--- config.mk ---
export PLATFORM = sky130hd
export DESIGN_NAME = matrix_multiply_4x4
export DESIGN_NICKNAME = d
export VERILOG_FILES = /design/src/hdl/mm4_pkg.sv /design/src/hdl/mm4_front.sv /design/src/hdl/mm4_back.sv /design/src/hdl/matrix_multiply_4x4.sv
export SDC_FILE = /design/constraint.sdc
export NUM_CORES = 2
export LEC_CHECK = 0
export BUFFER_PORTS_ARGS = -buffer_cell sky130_fd_sc_hd__buf_2
export CORE_UTILIZATION = 55
export CTS_CLUSTER_SIZE = 12
export DETAILED_ROUTE_END_ITERATION = 6
export HOLD_SLACK_MARGIN = 0.1
export PLACE_DENSITY = 0.8
export SLEW_MARGIN = 20
export SYNTH_ARGS = -nofsm -noshare
export SYNTH_HDL_FRONTEND = slang
export SYNTH_HIERARCHICAL = 1
export SYNTH_SLANG_ARGS = --single-unit
--- constraint.sdc ---
create_clock -name clk -period 16.35 [get_ports clk]
set_clock_uncertainty 0.15 [all_clocks]
set_input_delay 0.8175 -clock clk [delete_from_list [all_inputs] [get_ports clk]]
set_output_delay 0.8175 -clock clk [all_outputs]
set_load 0.02 [all_outputs]
--- src/hdl/mm4_pkg.sv ---
package mm4_pkg;

  localparam int DIM     = 4;
  localparam int CELLS   = 16;
  localparam int INDEX_W = 4;
  localparam int VALUE_W = 32;
  localparam int PROD_W  = 2 * VALUE_W;
  localparam int ACC_W   = PROD_W + 2;

  localparam logic [1:0] CMD_WRITE_A  = 2'd0;
  localparam logic [1:0] CMD_WRITE_B  = 2'd1;
  localparam logic [1:0] CMD_MULTIPLY = 2'd2;

  localparam logic [INDEX_W-1:0] LAST_INDEX = INDEX_W'(CELLS - 1);

  typedef struct packed {
    logic [1:0]                cmd;
    logic [INDEX_W-1:0]        element_index;
    logic signed [VALUE_W-1:0] element_value;
  } in_item_t;

  typedef struct packed {
    logic [INDEX_W-1:0]        out_index;
    logic signed [VALUE_W-1:0] out_value;
    logic                      last;
  } out_item_t;

  typedef enum logic [1:0] {
    OP_WRITE_A,
    OP_WRITE_B,
    OP_MULTIPLY
  } op_t;

  typedef struct packed {
    op_t                       op;
    logic [INDEX_W-1:0]        index;
    logic signed [VALUE_W-1:0] value;
  } q_entry_t;

  typedef enum logic [1:0] {
    BK_IDLE,
    BK_ISSUE,
    BK_DRAIN
  } back_state_t;

endpackage

--- src/hdl/mm4_front.sv ---
module mm4_front (
  input  logic              clk,
  input  logic              rst_n,
  input  logic              in_valid,
  output logic              in_ready,
  input  mm4_pkg::in_item_t in_item,
  output logic              q_valid,
  output mm4_pkg::q_entry_t q_entry,
  input  logic              q_pop
);

  localparam int QDEPTH = 4;
  localparam int QPTR_W = $clog2(QDEPTH);

  mm4_pkg::q_entry_t   queue_r [QDEPTH];
  logic [QPTR_W-1:0]   wr_ptr_r, wr_ptr_nxt;
  logic [QPTR_W-1:0]   rd_ptr_r, rd_ptr_nxt;
  logic [QPTR_W:0]     count_r, count_nxt;
  logic                known;
  logic                push;
  mm4_pkg::q_entry_t   entry;

  always_comb begin
    known       = 1'b1;
    entry.index = in_item.element_index;
    entry.value = in_item.element_value;
    case (in_item.cmd)
      mm4_pkg::CMD_WRITE_A:  entry.op = mm4_pkg::OP_WRITE_A;
      mm4_pkg::CMD_WRITE_B:  entry.op = mm4_pkg::OP_WRITE_B;
      mm4_pkg::CMD_MULTIPLY: entry.op = mm4_pkg::OP_MULTIPLY;
      default: begin
        entry.op = mm4_pkg::OP_MULTIPLY;
        known    = 1'b0;
      end
    endcase
  end

  assign in_ready = (count_r != (QPTR_W+1)'(QDEPTH));
  assign push     = in_valid && in_ready && known;
  assign q_valid  = (count_r != '0);
  assign q_entry  = queue_r[rd_ptr_r];

  always_comb begin
    wr_ptr_nxt = push ? wr_ptr_r + 1'b1 : wr_ptr_r;
    rd_ptr_nxt = (q_pop && q_valid) ? rd_ptr_r + 1'b1 : rd_ptr_r;
    count_nxt  = count_r;
    if (push && !(q_pop && q_valid)) begin
      count_nxt = count_r + 1'b1;
    end else if (!push && q_pop && q_valid) begin
      count_nxt = count_r - 1'b1;
    end
  end

  always_ff @(posedge clk) begin
    if (!rst_n) begin
      wr_ptr_r <= '0;
      rd_ptr_r <= '0;
      count_r  <= '0;
    end else begin
      wr_ptr_r <= wr_ptr_nxt;
      rd_ptr_r <= rd_ptr_nxt;
      count_r  <= count_nxt;
    end
  end

  always_ff @(posedge clk) begin
    if (push) begin
      queue_r[wr_ptr_r] <= entry;
    end
  end

endmodule

--- src/hdl/mm4_back.sv ---
module mm4_back #(
  parameter int FRAC_BITS = 16
) (
  input  logic               clk,
  input  logic               rst_n,
  input  logic               q_valid,
  input  mm4_pkg::q_entry_t  q_entry,
  output logic               q_pop,
  output logic               out_valid,
  input  logic               out_ready,
  output mm4_pkg::out_item_t out_item
);

  localparam int VW = mm4_pkg::VALUE_W;
  localparam int PW = mm4_pkg::PROD_W;
  localparam int AW = mm4_pkg::ACC_W;
  localparam int IW = mm4_pkg::INDEX_W;

  mm4_pkg::back_state_t state_r, state_nxt;

  logic signed [VW-1:0] a_store_r [mm4_pkg::CELLS];
  logic signed [VW-1:0] b_store_r [mm4_pkg::CELLS];

  logic [IW-1:0]        elem_r, elem_nxt;
  logic [1:0]           k_r, k_nxt;
  logic signed [VW-1:0] opa_r, opb_r;
  logic                 s1_valid_r, s1_last_r;
  logic signed [PW-1:0] prod_r;
  logic                 s2_valid_r, s2_last_r;
  logic signed [AW-1:0] acc_r;
  logic                 done_r;
  logic                 out_valid_r;
  mm4_pkg::out_item_t   out_item_r;

  logic                 slot_free;
  logic                 wr_a, wr_b, start, issue, emit;
  logic [IW-1:0]        a_addr, b_addr;
  logic signed [AW-1:0] shifted;
  logic signed [VW-1:0] sat_value;

  assign slot_free = !out_valid_r || out_ready;
  assign a_addr    = {k_r, elem_r[1:0]};
  assign b_addr    = {elem_r[3:2], k_r};

  always_comb begin
    state_nxt = state_r;
    case (state_r)
      mm4_pkg::BK_IDLE: begin
        if (q_valid && q_entry.op == mm4_pkg::OP_MULTIPLY) begin
          state_nxt = mm4_pkg::BK_ISSUE;
        end
      end
      mm4_pkg::BK_ISSUE: begin
        if (k_r == 2'd3) begin
          state_nxt = mm4_pkg::BK_DRAIN;
        end
      end
      mm4_pkg::BK_DRAIN: begin
        if (done_r && slot_free) begin
          state_nxt = (elem_r == mm4_pkg::LAST_INDEX) ? mm4_pkg::BK_IDLE : mm4_pkg::BK_ISSUE;
        end
      end
      default: state_nxt = mm4_pkg::BK_IDLE;
    endcase
  end

  always_comb begin
    q_pop = 1'b0;
    wr_a  = 1'b0;
    wr_b  = 1'b0;
    start = 1'b0;
    issue = 1'b0;
    emit  = 1'b0;
    case (state_r)
      mm4_pkg::BK_IDLE: begin
        if (q_valid) begin
          q_pop = 1'b1;
          case (q_entry.op)
            mm4_pkg::OP_WRITE_A: wr_a = 1'b1;
            mm4_pkg::OP_WRITE_B: wr_b = 1'b1;
            default:             start = 1'b1;
          endcase
        end
      end
      mm4_pkg::BK_ISSUE: issue = 1'b1;
      mm4_pkg::BK_DRAIN: emit  = done_r && slot_free;
      default: ;
    endcase
  end

  always_comb begin
    elem_nxt = elem_r;
    k_nxt    = k_r;
    if (start) begin
      elem_nxt = '0;
      k_nxt    = '0;
    end else if (issue) begin
      k_nxt = k_r + 1'b1;
    end else if (emit) begin
      elem_nxt = elem_r + 1'b1;
      k_nxt    = '0;
    end
  end

  assign shifted = acc_r >>> FRAC_BITS;

  always_comb begin
    if (shifted[AW-1:VW-1] == '0 || shifted[AW-1:VW-1] == '1) begin
      sat_value = shifted[VW-1:0];
    end else if (shifted[AW-1]) begin
      sat_value = {1'b1, {(VW-1){1'b0}}};
    end else begin
      sat_value = {1'b0, {(VW-1){1'b1}}};
    end
  end

  always_ff @(posedge clk) begin
    if (!rst_n) begin
      state_r     <= mm4_pkg::BK_IDLE;
      elem_r      <= '0;
      k_r         <= '0;
      s1_valid_r  <= 1'b0;
      s2_valid_r  <= 1'b0;
      done_r      <= 1'b0;
      out_valid_r <= 1'b0;
    end else begin
      state_r    <= state_nxt;
      elem_r     <= elem_nxt;
      k_r        <= k_nxt;
      s1_valid_r <= issue;
      s2_valid_r <= s1_valid_r;
      if (issue && k_r == 2'd0) begin
        done_r <= 1'b0;
      end else if (s2_valid_r && s2_last_r) begin
        done_r <= 1'b1;
      end
      if (emit) begin
        out_valid_r <= 1'b1;
      end else if (out_ready) begin
        out_valid_r <= 1'b0;
      end
    end
  end

  always_ff @(posedge clk) begin
    if (!rst_n) begin
      for (int i = 0; i < mm4_pkg::CELLS; i++) begin
        a_store_r[i] <= '0;
        b_store_r[i] <= '0;
      end
    end else begin
      if (wr_a) begin
        a_store_r[q_entry.index] <= q_entry.value;
      end
      if (wr_b) begin
        b_store_r[q_entry.index] <= q_entry.value;
      end
    end
  end

  always_ff @(posedge clk) begin
    opa_r     <= a_store_r[a_addr];
    opb_r     <= b_store_r[b_addr];
    s1_last_r <= (k_r == 2'd3);
    prod_r    <= opa_r * opb_r;
    s2_last_r <= s1_last_r;
    if (issue && k_r == 2'd0) begin
      acc_r <= '0;
    end else if (s2_valid_r) begin
      acc_r <= acc_r + {{(AW-PW){prod_r[PW-1]}}, prod_r};
    end
    if (emit) begin
      out_item_r.out_index <= elem_r;
      out_item_r.out_value <= sat_value;
      out_item_r.last      <= (elem_r == mm4_pkg::LAST_INDEX);
    end
  end

  assign out_valid = out_valid_r;
  assign out_item  = out_item_r;

endmodule

--- src/hdl/matrix_multiply_4x4.sv ---
// 4x4 signed fixed-point matrix multiplier, product B times A.
// Input channel (in_valid / in_ready / in_item): one request per element
// load (cmd 0 loads A, cmd 1 loads B, at element_index) or one multiply
// request (cmd 2). Unused command codes are taken and dropped.
// Result channel (out_valid / out_ready / out_item): a multiply request
// gives sixteen results, index 0 to 15, the last one flagged.
// A four-entry request queue sits in front of the execution unit; loads
// are taken one per cycle while it has room.
// A load is written in the execution unit when it leaves the queue. A multiply
// runs one 32x32 multiplier over the four terms of each element: the terms
// pass the operand, product and accumulator registers, and the next element
// starts only once the sum of the last one is in the result register.
// The multiply loop sets the rate.
// Reset (synchronous, rst_n low) clears both matrices to zero, empties
// the queue and drops any pending result.
// When the receiver stalls, the result register holds its value and the
// unit waits; the queue keeps taking requests until it is full.
module matrix_multiply_4x4 #(
  parameter int FRAC_BITS = 16
) (
  input  logic               clk,
  input  logic               rst_n,
  input  logic               in_valid,
  output logic               in_ready,
  input  mm4_pkg::in_item_t  in_item,
  output logic               out_valid,
  input  logic               out_ready,
  output mm4_pkg::out_item_t out_item
);

  logic              q_valid;
  logic              q_pop;
  mm4_pkg::q_entry_t q_entry;

  mm4_front u_front (
    .clk      (clk),
    .rst_n    (rst_n),
    .in_valid (in_valid),
    .in_ready (in_ready),
    .in_item  (in_item),
    .q_valid  (q_valid),
    .q_entry  (q_entry),
    .q_pop    (q_pop)
  );

  mm4_back #(
    .FRAC_BITS (FRAC_BITS)
  ) u_back (
    .clk       (clk),
    .rst_n     (rst_n),
    .q_valid   (q_valid),
    .q_entry   (q_entry),
    .q_pop     (q_pop),
    .out_valid (out_valid),
    .out_ready (out_ready),
    .out_item  (out_item)
  );

endmodule

Word level (Yosys, flattened, before mapping)
Memory sizes are Yosys's and may differ from the RTL's. A register that Yosys moved wholly into a read port is not among the register bits. Cells that the tools add are included.

Div/mod/pow operators: 0. Eq/ne operators: 13. Reductions and logical operators: 32. Add/subtract/negate cells: 7. Multiplexer cells: 45. $mul: 1. Order comparisons: 0. Bitwise gates (word level): 2. Shifts and indexed selects: 0.

Operator list (number): $mux 32 (4); $add 66x66->66 (1); $mul 32x32->64 (1); $reduce_or 32->1 (2); $eq 35x35->1 const B (1); $logic_not 35->1 (1); $mux 1 (28); $mux 2 (7); $logic_and 1x1->1 (10); $eq 2x2->1 const B (4); $logic_not 2->1 (4); $mux 4 (2); $add 2x1->2 const B (3); $eq 2x1->1 const B (3); $mux 3 (2); $ne 2x1->1 const B (3); $pmux 2 s3 (1); $reduce_bool 2->1 (3); $reduce_or 2->1 (3); $add 4x1->4 const B (1); $eq 4x4->1 const B (1); $pmux 2 s2 (1); $add 3x1->3 const B (1); $logic_not 1->1 (3); 8 further kinds (10).

Register bits after elaboration: 188. Memories: 3. Memory bits (writable): 1176. Input bits: 42. Latch bits: 0. Logic and storage cells: 120. Memory bits (read-only): 0.

Memory list: u_back.a_store_r (words 16, bits a word 32, rd ports 1, clocked after memory_dff 1, write ports 16, RTL line mm4_back.sv:21) `logic signed [VW-1:0] a_store_r [mm4_pkg::CELLS];`; u_back.b_store_r (words 16, bits a word 32, rd ports 1, clocked after memory_dff 1, write ports 16, RTL line mm4_back.sv:22) `logic signed [VW-1:0] b_store_r [mm4_pkg::CELLS];`; u_front.queue_r (words 4, bits a word 38, rd ports 1, clocked after memory_dff 1, write ports 1, RTL line mm4_front.sv:15) `mm4_pkg::q_entry_t queue_r [QDEPTH];`.

Depth between registers and ports, before layout
Word-level depth: 9. Depth in mapped cells: 29. Depth with buffers taken out: 28.

Modules after synthesis
The synthesis kept the hierarchy.

By module, submodules not included: mm4_back (area each 92850.3 sq um, sequential area each 36024.6 sq um, instances 1, cells each 7708); mm4_front (area each 5980.7 sq um, sequential area each 4744.6 sq um, instances 1, cells each 253).

Worst setup path before layout
No wires, ideal clock.

Path kind: register -> register. From: reg u_back.opb_r[3] (read register of u_back.b_store_r). To: reg u_back.prod_r[63]. Cell stages (with the launch flop): 26. Library setup time: 0.072 ns. Clock period less this slack: 7.813 ns. Setup slack: 8.537 ns. Arrival time: 7.591 ns. Path through: dfxtp_1 -> clkbuf_1 -> and2_1 -> fa_1 -> fa_1 -> fa_1 -> fa_1 -> inv_1 -> fa_1 -> inv_1 -> fa_1 -> fa_1 -> inv_1 -> fa_1 -> inv_1 -> ha_1 -> a21o_1 -> a21o_1 -> a21o_1 -> a21o_1 -> a21o_1 -> a21oi_1 -> inv_1 -> o311a_1 -> o22ai_1 -> xnor2_1.

Longest elaborated chain between the ends: 1.

RTL lines: start: declaration (RTL line mm4_back.sv:26) `logic signed [VW-1:0] opa_r, opb_r;`; $mul 32x32->64 (RTL line mm4_back.sv:165) `prod_r <= opa_r * opb_r;`; end signal: assignment (RTL line mm4_back.sv:165); end: declaration (RTL line mm4_back.sv:28) `logic signed [PW-1:0] prod_r;`.

Every way passes these cells. A chain may end at the register's enable or synchronous reset.

Worst setup path in the final report
From: reg u_back.opa_r[31] (read register of u_back.a_store_r). To: reg u_back.prod_r[62].

Longest elaborated chain between the ends: 1.

RTL lines (RTL line): start: declaration (mm4_back.sv:26); $mul 32x32->64 (mm4_back.sv:165).

Every way passes these cells.

==> impl_metrics.py <==
metrics = {
    "synth": {
        "syn_nets": 9343,
        "synth-seq-cells": 1430,
        "syn_inst": 7961,
        "async_flop_share_pct": 0,
        "yosysSeqAreaShare_pct": 41.3,
        "synth_top_area_share_pct": 36.9,
        "synth_ff_type": "edfxtp_1",
        "syn_area_um2": 98800,
        "yosys.area.top_type": "edfxtp_1",
        "synth_area_leaders": "edfxtp_1 37%, fa_1 22%, and2_1 9.8%",
        "ys_warn_count": 6,
        "synth_cell_types": 91,
        "synth_edf_count": 1213,
        "synth_area_per_cell_um2": 12.4,
    },
    "drt": {
        "antenna_left": 0,
        "drc": 1,
        "via_per_inst": 5.97,
        "num_vias": 61500,
        "first_pass_iters": 7,
        "dr.first_iter.drc_count": 6377,
        "drt-total-wl_mm": 251,
        "post_drt_wl_per_cell_um": 24.4,
    },
    "timing": {
        "hold_viol": 0,
        "tightest_slew_ns": 1.19,
        "fmax_ghz": 0.113,
        "tns_ns": 0,
        "fin_crit_ns": 8.83,
        "maxSlewViolCount": 0,
        "rsz0062_at_grt": "no",
        "slew_headroom_pct": 20.3,
        "finalCritPeriodShare_pct": 54.0,
        "setup_viol": 0,
    },
    "cts": {
        "clock-root-buffer": "clkbuf_16",
        "clk_latency_ns": 0.82,
        "max-clock-path-buffers": 3,
        "postCtsSetupRepairBufs": 0,
        "numCtsBuffers": 146,
        "htreeDepth": 4,
        "cts_tree": "built",
        "clkSinkCount": 1430,
        "path_clk_slew_ns": 0.07,
    },
    "status": {
        "status": "finished, violations left",
        "violations": "DRC",
    },
    "layout": {
        "drive_above_1_share_pct": 11.3,
        "syn_to_final_growth_pct": 7.97,
        "layout_commonest_cell": "and2_1",
        "register_area_um2": 40800,
        "multi_input_area_um2": 52500,
        "n_fill_cell": 13300,
        "fin_nets": 9213,
        "final_cell_mix": "1543 x and2_1, 1213 x edfxtp_1, 1084 x fa_1, 1040 x inv_1, 611 x nand2_1",
    },
    "die": {
        "die_h_um": 426,
        "dieArea_um2": 181000,
        "io_pins": 81,
        "dieWidth_um": 426,
        "start_util_pct": 55.4,
        "rows": 155,
        "core_region_area_um2": 178000,
    },
    "global_route": {
        "first_global_vias": 66400,
        "grt_pass1_wl_mm": 388,
        "antenna_found_initial": 7,
        "grt_max_degree": 72,
        "grt-ovfl-total": 0,
        "grt_usage_pct": 28.4,
    },
    "setup_path": {
        "cp.arrival_ns": 9.34,
        "ff2ff_setup_slack_ns": 7.52,
        "crit_path_end_kind": "register",
        "cp_max_fo": 32,
        "crit_required_ns": 16.86,
        "critical_path_class": "register to register",
        "start_kind": "register",
    },
    "flow_run": {
        "cap_violations": 0,
    },
    "placed_design": {
        "gp_congestion": 0.933,
        "dpl.hpwl_mm": 163,
        "io_buffers": 80,
    },
    "min_path": {
        "min_path_type": "register to register",
    },
}
-- layout make-up --
cell class	instances	share of cell area, %
multi-input combinational	4942	49.2
sequential	1430	38.2
clock buffer	222	3.78
inverter	1043	3.67
tap	2355	2.76
timing repair buffer	268	1.79
clock inverter	32	0.537
antenna	2	0.00469
-- repair_timing --
action	in CTS	in global routing
hold endpoints to repair	148	0
hold buffers	37	0
resized for setup	0	0
-- critical path, stage by stage, from the launching register on --
cell and delay [ns]:
dfxtp_2 0.72, nand2_1 0.19, inv_1 0.16, fa_1 0.46
fa_1 0.50, fa_1 0.75, fa_1 0.96, inv_1 0.40
fa_1 0.59, inv_1 0.06, fa_1 0.54, inv_1 0.05
fa_1 0.48, inv_1 0.05, fa_1 0.46, ha_1 0.37
nand2_1 0.21, o21ai_0 0.15, a2111oi_0 0.69, o211ai_1 0.32
nand4_1 0.18, a21oi_1 0.08, xor2_1 0.15
-- registers in the layout, summed over array words and instances, names as in the netlist, 2 cells and up, named ones only --
signal	flops
u_back/out_item	37
u_back/opa_r	32
u_back/prod_r	64
u_back/state_r	2
u_front/queue_r	152
u_back/a_store_r	512
u_back/k_r	2
u_back/acc_r	66
u_front/count_r	3
u_back/opb_r	32
u_back/elem_r	4
u_back/b_store_r	512
u_front/wr_ptr_r	2
u_front/rd_ptr_r	2
-- cell families (layout without fill, tap and decap cells) --
kind of cell	Yosys count	in the layout	synth area share [%]
and+or+nand+nor	2532	2532	14.0
xor gates and xnor gates	128	128	1.13
muxes	405	405	8.63
DFF	1430	1430	41.3
adders and majority gates	1340	1340	25.2
AOI/OAI and AO/OA	537	537	3.66
buffers and inverters	1589	1565	6.09
other	0	2	0
-- through the flow --
step                      setup slack (ns)  instance area (µm²)  utilization [%]  hold WS, ns  cells
final                                 7.52               107000             59.8        0.191  10300
after detailed placement              7.22               102000             57.0        0.179  10000
after global routing                  7.08               107000             59.8        0.193  10300
after floorplan                       8.54                98800                -        0.160   7961
after CTS                             7.18               107000             59.8        0.193  10300
after global placement                7.42               102000             57.0        0.164  10000
-- Yosys cell counts (4+ instances only) --
library cell	instances
nand2b_1	20
nand4_1	40
dfxtp_1	217
a21oi_2	6
a21boi_1	4
o31ai_1	4
fa_1	1084
a211oi_1	12
edfxtp_1	1213
nor4_1	7
and4_1	8
inv_1	1040
nand2_1	611
o211ai_2	5
a31o_2	4
clkbuf_1	493
a31oi_1	16
nor2_1	169
o21a_1	13
nand3_1	32
a21o_1	107
and2_1	1548
buf_2	20
or3_1	5
and3_1	23
nor2b_1	24
nor3_1	25
o21bai_1	27
o21ai_1	7
nor3b_1	6
o211ai_1	8
o22ai_1	7
ha_1	256
mux4_2	358
xnor2_1	93
mux2i_1	47
buf_1	28
a21oi_1	151
o21ai_0	103
xor2_1	35
-- worst paths after layout --
| kind | start | end | cells past startpoint |
|---|---|---|---|
| min reg2reg | u_back/s1_last_r$_DFF_P_ | u_back/s2_last_r$_DFF_P_ | 0 |
| max reg2reg | u_back/opa_r[31]$_DFF_P_ | u_back/prod_r[62]$_DFF_P_ | 22 |
| max | u_back/opa_r[31]$_DFF_P_ | u_back/prod_r[62]$_DFF_P_ | 22 |
| min | u_back/s1_last_r$_DFF_P_ | u_back/s2_last_r$_DFF_P_ | 0 |
-- layer usage --
metal	wire, µm	track usage (%)	up-vias
met2	122000	47.0	3682
li1	-	-	25800
met1	92300	36.8	31300
met5	63	0	-
met3	28600	6.65	689
met4	8940	9.92	10
Power is not shown: default switching activity piles up to over one toggle a cycle in this logic, so the estimate is an artifact.
